[src/design/nsv_pkg.sv]
package nsv_pkg;

	// Geometry of the column end-row table
	localparam int MAX_COLUMNS = 16;
	localparam int COL_IDX_W   = (MAX_COLUMNS > 1) ? $clog2(MAX_COLUMNS) : 1;
	localparam int COL_LIM_W   = 8;

	// Field widths
	localparam int ROW_W    = 32;
	localparam int COL_W    = 7;
	localparam int PLAYER_W = 4;
	localparam int TYPE_W   = 4;
	localparam int QUANT_W  = 8;
	localparam int CNT_W    = 32;
	localparam int CFG_W    = 5;
	localparam int CFG_IDX_W = 1;
	localparam int PCOL_W   = 8;

	// Stream packing
	localparam int S_DATA_W = 88;
	localparam int M_DATA_W = 120;
	localparam int M_USER_W = 4;

	localparam logic [QUANT_W-1:0]   QUANT_MAX       = 8'd192;
	localparam logic [CFG_W-1:0]     CFG_COLS_RST    = 5'd4;
	localparam logic [CFG_W-1:0]     CFG_PLAYERS_RST = 5'd1;
	localparam logic [PCOL_W-1:0]    PREV_COL_RST    = 8'hFF;
	localparam logic [COL_LIM_W-1:0] COL_LIM_MAX     = COL_LIM_W'(MAX_COLUMNS);

	// Queue between classifier and checker
	localparam int QDEPTH = 2;
	localparam int QPTR_W = 1;
	localparam int QCNT_W = 2;

	typedef enum logic [2:0] {
		R_KEPT       = 3'd0,
		R_BAD_COL    = 3'd1,
		R_BAD_PLAYER = 3'd2,
		R_OVERLAP    = 3'd3,
		R_UNSORTED   = 3'd4,
		R_BAD_QUANT  = 3'd5,
		R_BAD_CFG    = 3'd6
	} reason_t;

	typedef enum logic [CFG_IDX_W-1:0] {
		CFG_NUM_COLS    = 1'b0,
		CFG_NUM_PLAYERS = 1'b1
	} cfg_idx_t;

	// Classified note as it travels through the queue
	typedef struct packed {
		reason_t                   pre_reason;
		logic                      quant_bad;
		logic signed [ROW_W-1:0]   row;
		logic signed [ROW_W-1:0]   end_row;
		logic [COL_W-1:0]          col;
		logic [PLAYER_W-1:0]       player;
		logic [TYPE_W-1:0]         ntype;
		logic [QUANT_W-1:0]        quant;
		logic                      last;
	} item_t;

endpackage

[src/design/nsv_front.sv]
module nsv_front (
	input  logic                            clk,
	input  logic                            arst_n,
	input  logic                            cfg_we,
	input  logic [nsv_pkg::CFG_IDX_W-1:0]   cfg_index,
	input  logic [nsv_pkg::CFG_W-1:0]       cfg_wdata,
	input  logic                            s_tvalid,
	output logic                            s_tready,
	input  logic [nsv_pkg::S_DATA_W-1:0]    s_tdata,
	input  logic                            s_tlast,
	input  logic                            q_full,
	output logic                            q_push,
	output nsv_pkg::item_t                  q_item
);

	logic [nsv_pkg::CFG_W-1:0]     num_cols_q;
	logic [nsv_pkg::CFG_W-1:0]     num_players_q;
	logic [nsv_pkg::COL_LIM_W-1:0] col_limit;
	logic [nsv_pkg::COL_LIM_W-1:0] num_cols_ext;
	logic [nsv_pkg::COL_W-1:0]     col;
	logic [nsv_pkg::PLAYER_W-1:0]  player;
	logic [nsv_pkg::QUANT_W-1:0]   quant;

	always_ff @(posedge clk or negedge arst_n) begin
		if (!arst_n) begin
			num_cols_q    <= nsv_pkg::CFG_COLS_RST;
			num_players_q <= nsv_pkg::CFG_PLAYERS_RST;
		end else if (cfg_we) begin
			case (cfg_index)
				nsv_pkg::CFG_NUM_COLS:    num_cols_q    <= cfg_wdata;
				nsv_pkg::CFG_NUM_PLAYERS: num_players_q <= cfg_wdata;
				default: ;
			endcase
		end
	end

	assign col    = s_tdata[70:64];
	assign player = s_tdata[74:71];
	assign quant  = s_tdata[86:79];

	// Columns above the table size do not exist
	assign num_cols_ext = nsv_pkg::COL_LIM_W'(num_cols_q);
	assign col_limit    = (num_cols_ext > nsv_pkg::COL_LIM_MAX) ? nsv_pkg::COL_LIM_MAX
	                                                            : num_cols_ext;

	always_comb begin
		q_item.row       = s_tdata[31:0];
		q_item.end_row   = s_tdata[63:32];
		q_item.col       = col;
		q_item.player    = player;
		q_item.ntype     = s_tdata[78:75];
		q_item.quant     = quant;
		q_item.last      = s_tlast;
		q_item.quant_bad = (quant == '0) || (quant > nsv_pkg::QUANT_MAX);
		if (num_cols_q == '0 || num_players_q == '0) begin
			q_item.pre_reason = nsv_pkg::R_BAD_CFG;
		end else if (nsv_pkg::COL_LIM_W'(col) >= col_limit) begin
			q_item.pre_reason = nsv_pkg::R_BAD_COL;
		end else if (nsv_pkg::CFG_W'(player) >= num_players_q) begin
			q_item.pre_reason = nsv_pkg::R_BAD_PLAYER;
		end else begin
			q_item.pre_reason = nsv_pkg::R_KEPT;
		end
	end

	assign s_tready = !q_full;
	assign q_push   = s_tvalid && !q_full;

endmodule

[src/design/nsv_fifo.sv]
module nsv_fifo (
	input  logic           clk,
	input  logic           arst_n,
	input  logic           push,
	input  nsv_pkg::item_t push_item,
	output logic           full,
	input  logic           pop,
	output logic           valid,
	output nsv_pkg::item_t head
);

	nsv_pkg::item_t              mem_q [nsv_pkg::QDEPTH];
	logic [nsv_pkg::QPTR_W-1:0]  wr_ptr_q;
	logic [nsv_pkg::QPTR_W-1:0]  rd_ptr_q;
	logic [nsv_pkg::QCNT_W-1:0]  count_q;
	logic                        do_push;
	logic                        do_pop;

	assign full    = (count_q == nsv_pkg::QCNT_W'(nsv_pkg::QDEPTH));
	assign valid   = (count_q != '0);
	assign head    = mem_q[rd_ptr_q];
	assign do_push = push && !full;
	assign do_pop  = pop && valid;

	always_ff @(posedge clk) begin
		if (do_push) begin
			mem_q[wr_ptr_q] <= push_item;
		end
	end

	always_ff @(posedge clk or negedge arst_n) begin
		if (!arst_n) begin
			wr_ptr_q <= '0;
			rd_ptr_q <= '0;
			count_q  <= '0;
		end else begin
			if (do_push) begin
				wr_ptr_q <= wr_ptr_q + 1'b1;
			end
			if (do_pop) begin
				rd_ptr_q <= rd_ptr_q + 1'b1;
			end
			if (do_push && !do_pop) begin
				count_q <= count_q + 1'b1;
			end else if (do_pop && !do_push) begin
				count_q <= count_q - 1'b1;
			end
		end
	end

endmodule

[src/design/nsv_back.sv]
module nsv_back (
	input  logic                           clk,
	input  logic                           arst_n,
	input  logic                           q_valid,
	input  nsv_pkg::item_t                 q_head,
	output logic                           q_pop,
	output logic                           m_tvalid,
	input  logic                           m_tready,
	output logic [nsv_pkg::M_DATA_W-1:0]   m_tdata,
	output logic [nsv_pkg::M_USER_W-1:0]   m_tuser,
	output logic                           m_tlast
);

	logic signed [nsv_pkg::ROW_W-1:0] col_end_q [nsv_pkg::MAX_COLUMNS];
	logic signed [nsv_pkg::ROW_W-1:0] prev_row_q;
	logic [nsv_pkg::PCOL_W-1:0]       prev_col_q;
	logic [nsv_pkg::CNT_W-1:0]        removed_q;

	logic                             m_valid_q;
	nsv_pkg::item_t                   out_item_q;
	nsv_pkg::reason_t                 out_reason_q;
	logic [nsv_pkg::CNT_W-1:0]        out_removed_q;

	logic [nsv_pkg::COL_IDX_W-1:0]    col_idx;
	logic signed [nsv_pkg::ROW_W-1:0] end_rd;
	logic                             overlap;
	logic                             unsorted;
	nsv_pkg::reason_t                 reason;
	logic [nsv_pkg::CNT_W-1:0]        removed_next;

	assign q_pop   = q_valid && (!m_valid_q || m_tready);
	assign col_idx = q_head.col[nsv_pkg::COL_IDX_W-1:0];
	assign end_rd  = col_end_q[col_idx];

	assign overlap  = !(end_rd < q_head.row);
	assign unsorted = (q_head.row < prev_row_q) ||
	                  ((q_head.row == prev_row_q) &&
	                   (nsv_pkg::PCOL_W'(q_head.col) <= prev_col_q));

	always_comb begin
		if (q_head.pre_reason != nsv_pkg::R_KEPT) begin
			reason = q_head.pre_reason;
		end else if (overlap) begin
			reason = nsv_pkg::R_OVERLAP;
		end else if (unsorted) begin
			reason = nsv_pkg::R_UNSORTED;
		end else if (q_head.quant_bad) begin
			reason = nsv_pkg::R_BAD_QUANT;
		end else begin
			reason = nsv_pkg::R_KEPT;
		end
		removed_next = removed_q;
		if (reason != nsv_pkg::R_KEPT && removed_q != '1) begin
			removed_next = removed_q + 1'b1;
		end
	end

	// Chart state: cleared after the last note of a chart
	always_ff @(posedge clk or negedge arst_n) begin
		if (!arst_n) begin
			for (int i = 0; i < nsv_pkg::MAX_COLUMNS; i++) begin
				col_end_q[i] <= '1;
			end
			prev_row_q <= '1;
			prev_col_q <= nsv_pkg::PREV_COL_RST;
			removed_q  <= '0;
		end else if (q_pop) begin
			if (q_head.last) begin
				for (int i = 0; i < nsv_pkg::MAX_COLUMNS; i++) begin
					col_end_q[i] <= '1;
				end
				prev_row_q <= '1;
				prev_col_q <= nsv_pkg::PREV_COL_RST;
				removed_q  <= '0;
			end else begin
				removed_q <= removed_next;
				if (reason == nsv_pkg::R_KEPT) begin
					prev_row_q         <= q_head.row;
					prev_col_q         <= nsv_pkg::PCOL_W'(q_head.col);
					col_end_q[col_idx] <= q_head.end_row;
				end
			end
		end
	end

	always_ff @(posedge clk or negedge arst_n) begin
		if (!arst_n) begin
			m_valid_q <= 1'b0;
		end else if (q_pop) begin
			m_valid_q <= 1'b1;
		end else if (m_tready) begin
			m_valid_q <= 1'b0;
		end
	end

	always_ff @(posedge clk) begin
		if (q_pop) begin
			out_item_q    <= q_head;
			out_reason_q  <= reason;
			out_removed_q <= removed_next;
		end
	end

	assign m_tvalid = m_valid_q;
	assign m_tlast  = out_item_q.last;
	assign m_tuser  = {out_reason_q, (out_reason_q == nsv_pkg::R_KEPT)};
	assign m_tdata  = {1'b0, out_removed_q, out_item_q.quant, out_item_q.ntype,
	                   out_item_q.player, out_item_q.col, out_item_q.end_row,
	                   out_item_q.row};

`ifndef SYNTH
	a_last_clears: assert property (@(posedge clk) disable iff (!arst_n)
		(q_pop && q_head.last) |=> (removed_q == '0 && prev_col_q == nsv_pkg::PREV_COL_RST))
		else $error("chart state not cleared after last note");

	a_count_mono: assert property (@(posedge clk) disable iff (!arst_n)
		(q_pop && !q_head.last) |=> (removed_q >= $past(removed_q)))
		else $error("removed count went backwards within a chart");

	a_kept_moves_ref: assert property (@(posedge clk) disable iff (!arst_n)
		(q_pop && !q_head.last && reason == nsv_pkg::R_KEPT) |=>
		(prev_row_q == $past(q_head.row)))
		else $error("kept note did not become the sort reference");

	a_pop_shows: assert property (@(posedge clk) disable iff (!arst_n)
		q_pop |=> m_valid_q)
		else $error("popped note not presented");
`endif

endmodule

[src/design/note_stream_validator.sv]
// Note stream validator.
// Input stream (s_*): one chart note per transfer; s_tlast marks the final note
// of a chart. Output stream (m_*): exactly one result per note, in order,
// carrying the note back with a keep flag, a reason code and the running count
// of removed notes (saturating). m_tlast echoes the note's last marker.
// Configuration: cfg_we/cfg_index/cfg_wdata write num_cols (index 0) and
// num_players (index 1); write only while no note is in flight.
// Structure: a classifier applies the stateless checks (configuration, column,
// player, quantization) and pushes into a two-entry queue; the checker pops,
// applies the overlap and sort checks against the per-column end-row table and
// the last kept note, then loads the output register.
// Path: each note is registered in the queue and then in the output register
// before its result appears on m_*.
// Throughput: one note per cycle while m_tready stays high; the checker
// does one table read, compare and update per note.
// Reset: arst_n clears the queue, output valid flag and chart state and loads
// num_cols = 4, num_players = 1. Chart state also clears after each last note.
// Back-pressure: while m_tready is low the output holds; the queue absorbs two
// more notes before s_tready drops.
module note_stream_validator (
	input  logic                           clk,
	input  logic                           arst_n,
	input  logic                           cfg_we,
	input  logic [nsv_pkg::CFG_IDX_W-1:0]  cfg_index,
	input  logic [nsv_pkg::CFG_W-1:0]      cfg_wdata,
	input  logic                           s_tvalid,
	output logic                           s_tready,
	// [31:0] note_row, [63:32] note_end_row, [70:64] note_col,
	// [74:71] note_player, [78:75] note_type, [86:79] note_quant, [87] zero
	input  logic [nsv_pkg::S_DATA_W-1:0]   s_tdata,
	input  logic                           s_tlast,
	output logic                           m_tvalid,
	input  logic                           m_tready,
	// [31:0] out_row, [63:32] out_end_row, [70:64] out_col, [74:71] out_player,
	// [78:75] out_type, [86:79] out_quant, [118:87] removed_total, [119] zero
	output logic [nsv_pkg::M_DATA_W-1:0]   m_tdata,
	// [0] keep, [3:1] reason
	output logic [nsv_pkg::M_USER_W-1:0]   m_tuser,
	output logic                           m_tlast
);

	nsv_pkg::item_t push_item;
	nsv_pkg::item_t head_item;
	logic           q_push;
	logic           q_full;
	logic           q_pop;
	logic           q_valid;

	// Classifier: register file and stateless checks
	nsv_front u_front (
		.clk       (clk),
		.arst_n    (arst_n),
		.cfg_we    (cfg_we),
		.cfg_index (cfg_index),
		.cfg_wdata (cfg_wdata),
		.s_tvalid  (s_tvalid),
		.s_tready  (s_tready),
		.s_tdata   (s_tdata),
		.s_tlast   (s_tlast),
		.q_full    (q_full),
		.q_push    (q_push),
		.q_item    (push_item)
	);

	// Decoupling queue
	nsv_fifo u_fifo (
		.clk       (clk),
		.arst_n    (arst_n),
		.push      (q_push),
		.push_item (push_item),
		.full      (q_full),
		.pop       (q_pop),
		.valid     (q_valid),
		.head      (head_item)
	);

	// Checker: chart state, final reason, output register
	nsv_back u_back (
		.clk      (clk),
		.arst_n   (arst_n),
		.q_valid  (q_valid),
		.q_head   (head_item),
		.q_pop    (q_pop),
		.m_tvalid (m_tvalid),
		.m_tready (m_tready),
		.m_tdata  (m_tdata),
		.m_tuser  (m_tuser),
		.m_tlast  (m_tlast)
	);

endmodule
[config.mk]
export PLATFORM = sky130hd
export DESIGN_NAME = note_stream_validator
export DESIGN_NICKNAME = d
export VERILOG_FILES = /design/src/design/nsv_pkg.sv /design/src/design/nsv_front.sv /design/src/design/nsv_fifo.sv /design/src/design/nsv_back.sv /design/src/design/note_stream_validator.sv
export SDC_FILE = /design/constraint.sdc
export NUM_CORES = 2
export LEC_CHECK = 0
export ABC_AREA = 0
export BUFFER_PORTS_ARGS = -buffer_cell sky130_fd_sc_hd__buf_2
export CORE_MARGIN = 10
export CORE_UTILIZATION = 32
export DETAILED_ROUTE_END_ITERATION = 8
export MAX_ROUTING_LAYER = met4
export PLACE_DENSITY_LB_ADDON = 0.05
export SLEW_MARGIN = 10
export SYNTH_ARGS = -nofsm -noshare
export SYNTH_HDL_FRONTEND = slang
export SYNTH_SLANG_ARGS = --single-unit
export TNS_END_PERCENT = 100
[constraint.sdc]
create_clock -name clk -period 5.9 [get_ports clk]
set_input_delay 1.18 -clock clk [delete_from_list [all_inputs] [get_ports clk]]
set_output_delay 1.18 -clock clk [all_outputs]
set_load 0.05 [all_outputs]
==> results.md <==
Clock network:
- Clock tree synthesis found a total of 906 sinks.
- In this run the number of H-tree levels came out at 3.
- The CTS root buffer is clkbuf_16.
- The maximum clock path buffer count is 3.
- Clock tree synthesis inserted a total of 109 buffers.
- The clock latency of the later-clocked register in the worst-skew pair is 0.72 ns.
- The TritonCTS clock tree is yes.
- After clock tree synthesis, the clock-pin slew on the worst setup and hold paths is 0.06 ns.

Cells and area:
- In the layout the commonest cells are 554 x dfstp_2, 348 x nor2_1, 307 x edfxtp_1, 251 x mux2i_1, 223 x buf_2.
- For this run, the share of the core covered by cells in the final layout is 0.384.
- The most common cell after layout, fill and taps aside is dfstp_2.
- At the end of the flow, the number of nets in the layout was 3567.
- Of the cells placed in the final design, the portion with a size suffix greater than 1 is 0.387.
- Compared with the post-synthesis result, the final layout area differs by 19.2%.

Routing:
- For this run, design rule violations remaining after detail routing come to 0.
- After detailed routing, the number of vias per cell comes to 5.27.
- Dividing the detail-routed wire length by the instance count gives 26.0 µm.
- Summed over all layers, the routed wires come to 136000 µm.
- The post-detailed-route count of antenna-violating nets is 0.
- After the first detailed-routing iteration, the DRC count stood at 1602.
- Before antenna repair, the detailed router went through 5 iterations.
- Summing over every cut layer, the via total after detailed routing is 27500.

Synthesis:
- For this run, asynchronously set or reset flops after synthesis account for 0.661.
- The share of the Yosys chip area taken by registers is 0.598.
- The synthesized design contains 906 register bits.
- The count of synthesis-stage warnings from yosys is 0.
- Counting distinct cell types in the post-synthesis netlist gives 90.
- The number of standard cells after synthesis is 3117.
- The number of enable-type register cells in the synthesized netlist is 307.
- The most common flop cell mapped by yosys is dfstp_2.
- The cell area that synthesis handed to floorplanning was 41600 µm².
- The net count after synthesis is 3298.
- A synthesized cell averages 13.3 µm².

Worst hold path:
- The number of instances on the worst hold path is 2.
- The min-delay analysis places its worst path in the category register to register.
- In this run the most critical hold path is launched from u_back.col_end_q[93]$_DFFE_PN1P_.

STA:
- At the pin with the least slew margin, the transition time is 1.06 ns.
- The post-route clock skew is 0.0249 ns.
- The clock period could shrink to 5.57 ns.
- The max-slew violation count was 0.
- Setup violations remaining at the end of the flow were counted as 0.
- For the final routed database, the setup TNS stands at 0 ns.
- The worst slew slack as a fraction of its limit is 0.292.
- In the finished design, the share of the clock period the worst path needs comes to 0.944.
- The final hold violation count is 0.
- For this run, the top clock speed supported by timing is 0.180 GHz.
- Setup repair after global routing left no endpoint under its margin.

Floorplanning:
- The placement row count is 132.
- The overall die area is 145000 µm².
- 227 I/O pins were placed.
- From left edge to right edge, the die measures 381 µm.
- The floorplan step defined a core boundary enclosing 129000 µm².
- The effective utilization at floorplan is 0.322.
- The height of the die is 381 µm.

Global routing:
- The global-route congestion overflow total is 0.
- The initial antenna violation count is 7.
- The total routing usage reported by global routing is 0.189.
- The first global-routing pass estimated 202000 µm of wire.
- The via count of the first global-routing pass was 29700.
- Entering global routing, the biggest net connects 178 pins.

Outcome:
- The flow ran to the end, and the final reports show no timing, DRC or antenna violations.

Setup path:
- At the worst endpoint, the arrival time is 6.05 ns.
- The critical setup path kind is register to register.
- The path depth of the worst reg2reg path is 20.
- The start of the worst register-to-register path is u_fifo.rd_ptr_q$_DFFE_PN0P_.
- The type of element capturing the critical path is a register.
- In this run the worst path has a maximum fanout of 26.
- The worst setup path is launched from a register.
- The critical path startpoint is u_fifo.rd_ptr_q$_DFFE_PN0P_.
- For the worst setup path, the data required time is 6.38 ns.

Power:
- The worst-case IR drop observed on VDD is 344 µV.
- The leakage component of the power is 21.0 nW.
- The power per standard cell area is 547 nW/µm².

Placed design:
- The number of buffers added on ports is 224.
- The congestion estimate from routability-driven global placement came to 0.779.
- Detailed placement ended at an HPWL of 87500 µm.

Flow run:
- Across the run, the number of max-cap violations was 0.
-- through the flow --
| step | cells | worst slack, ns | hold WS (ns) | total power (W) | area (µm²) |
|---|---|---|---|---|---|
| floorplan | 3117 | 0.230 | 0.446 | 0.0162 | 41600 |
| global placement | 5017 | 0.0687 | 0.458 | 0.0202 | 45800 |
| detailed placement | 5017 | 0.117 | 0.470 | 0.0204 | 45800 |
| CTS | 5221 | 0.0602 | 0.453 | 0.0276 | 49600 |
| global route | 5222 | 0.0694 | 0.488 | 0.0286 | 49600 |
| finish | 5223 | 0.330 | 0.475 | 0.0271 | 49600 |
-- worst paths after layout --
path                                                 endpoint  slack, ns
min in group asynchronous         u_fifo.rd_ptr_q$_DFFE_PN0P_       0.49
max reg2reg                u_back.out_removed_q[27]$_DFFE_PP_       0.33
max                        u_back.out_removed_q[27]$_DFFE_PP_       0.33
max in group asynchronous   u_back.col_end_q[363]$_DFFE_PN1P_       4.13
min                          u_back.col_end_q[93]$_DFFE_PN1P_       0.47
min reg2reg                  u_back.col_end_q[93]$_DFFE_PN1P_       0.47
-- worst max-delay path, stage by stage (launching register included) --
cell and delay [ns]:
dfrtp_4 0.53, mux2i_1 0.33, buf_4 0.22, clkinv_8 0.19, buf_12 0.24, buf_12 0.22
mux4_2 0.35, nand2_1 0.06, a31oi_1 0.43, ha_1 0.34, a21oi_1 0.14, o21ai_0 0.17
o2111ai_1 0.24, buf_4 0.17, a31o_1 0.16, o221a_4 0.27, nand3_4 0.17, nor2_2 0.45
buf_4 0.21, nor2_1 0.05, xor2_1 0.32
-- state kept, by name, indices dropped and copies added (netlist names) --
name	cells
u_back.col_end_q	512
u_fifo.mem_q	184
u_back.m_tdata	87
u_back.out_removed_q	32
u_back.prev_row_q	32
u_back.removed_q	32
u_back.prev_col_q	8
u_front.num_cols_q	5
u_front.num_players_q	5
u_back.out_reason_q	3
u_fifo.count_q	2
u_back.m_tlast	1
u_back.m_tvalid	1
u_fifo.rd_ptr_q	1
u_fifo.wr_ptr_q	1
-- power breakdown --
| group | switching, W | leakage, nW | total, W | internal, W |
|---|---|---|---|---|
| clock | 0.00278 | 1.85 | 0.00699 | 0.00421 |
| sequential | 0.000766 | 9.30 | 0.00954 | 0.00878 |
| combinational | 0.00721 | 9.83 | 0.0106 | 0.00339 |
-- final cells by class --
| cell class | instances | area, µm² |
|---|---|---|
| clock buffers | 149 | 3150 |
| flip-flops and latches | 906 | 24900 |
| fillers | 12300 | 79700 |
| well taps | 1742 | 2180 |
| clock inverters | 55 | 589 |
| diodes | 2 | 5.00 |
| multi-input cells | 1897 | 15500 |
| inverters | 105 | 412 |
| repair buffers | 367 | 2900 |
-- cell families after synthesis --
group	Yosys count	synth area share
buffers and inverters	314	0.0326
AOI/OAI and AO/OA	564	0.109
adders and majority gates	81	0.0244
DFF	906	0.598
and+or+nand+nor	779	0.0843
muxes	435	0.144
xor gates and xnor gates	37	0.00779
other	1	0.0000901
-- what timing repair did --
item,4_1_cts,5_1_grt
buffers inserted,0,0
gates resized for setup,0,6
hold buffers,0,0
endpoints found under the setup margin,0,27
-- layer usage --
| metal | share of wire | routed length [µm] | track usage |
|---|---|---|---|
| met5 | 0 | 0 | - |
| met1 | 0.43 | 58800 | 0.236 |
| met4 | 0.036 | 4870 | 0.0646 |
| met3 | 0.040 | 5490 | 0.0303 |
| met2 | 0.49 | 66600 | 0.312 |
-- Yosys cell counts (all sizes together) (84+ instances only) --
library cell  number  area, µm²
a21oi             84        420
a22o             100        876
a2bb2oi          138       1270
buf              102        558
clkbuf           107        403
dfstp            554      14600
edfxtp           307       9220
inv              104        390
mux2i            254       2550
mux4             124       2790
nand2            211        805
nor2             353       1330
Power figures use the tool's default switching activity.
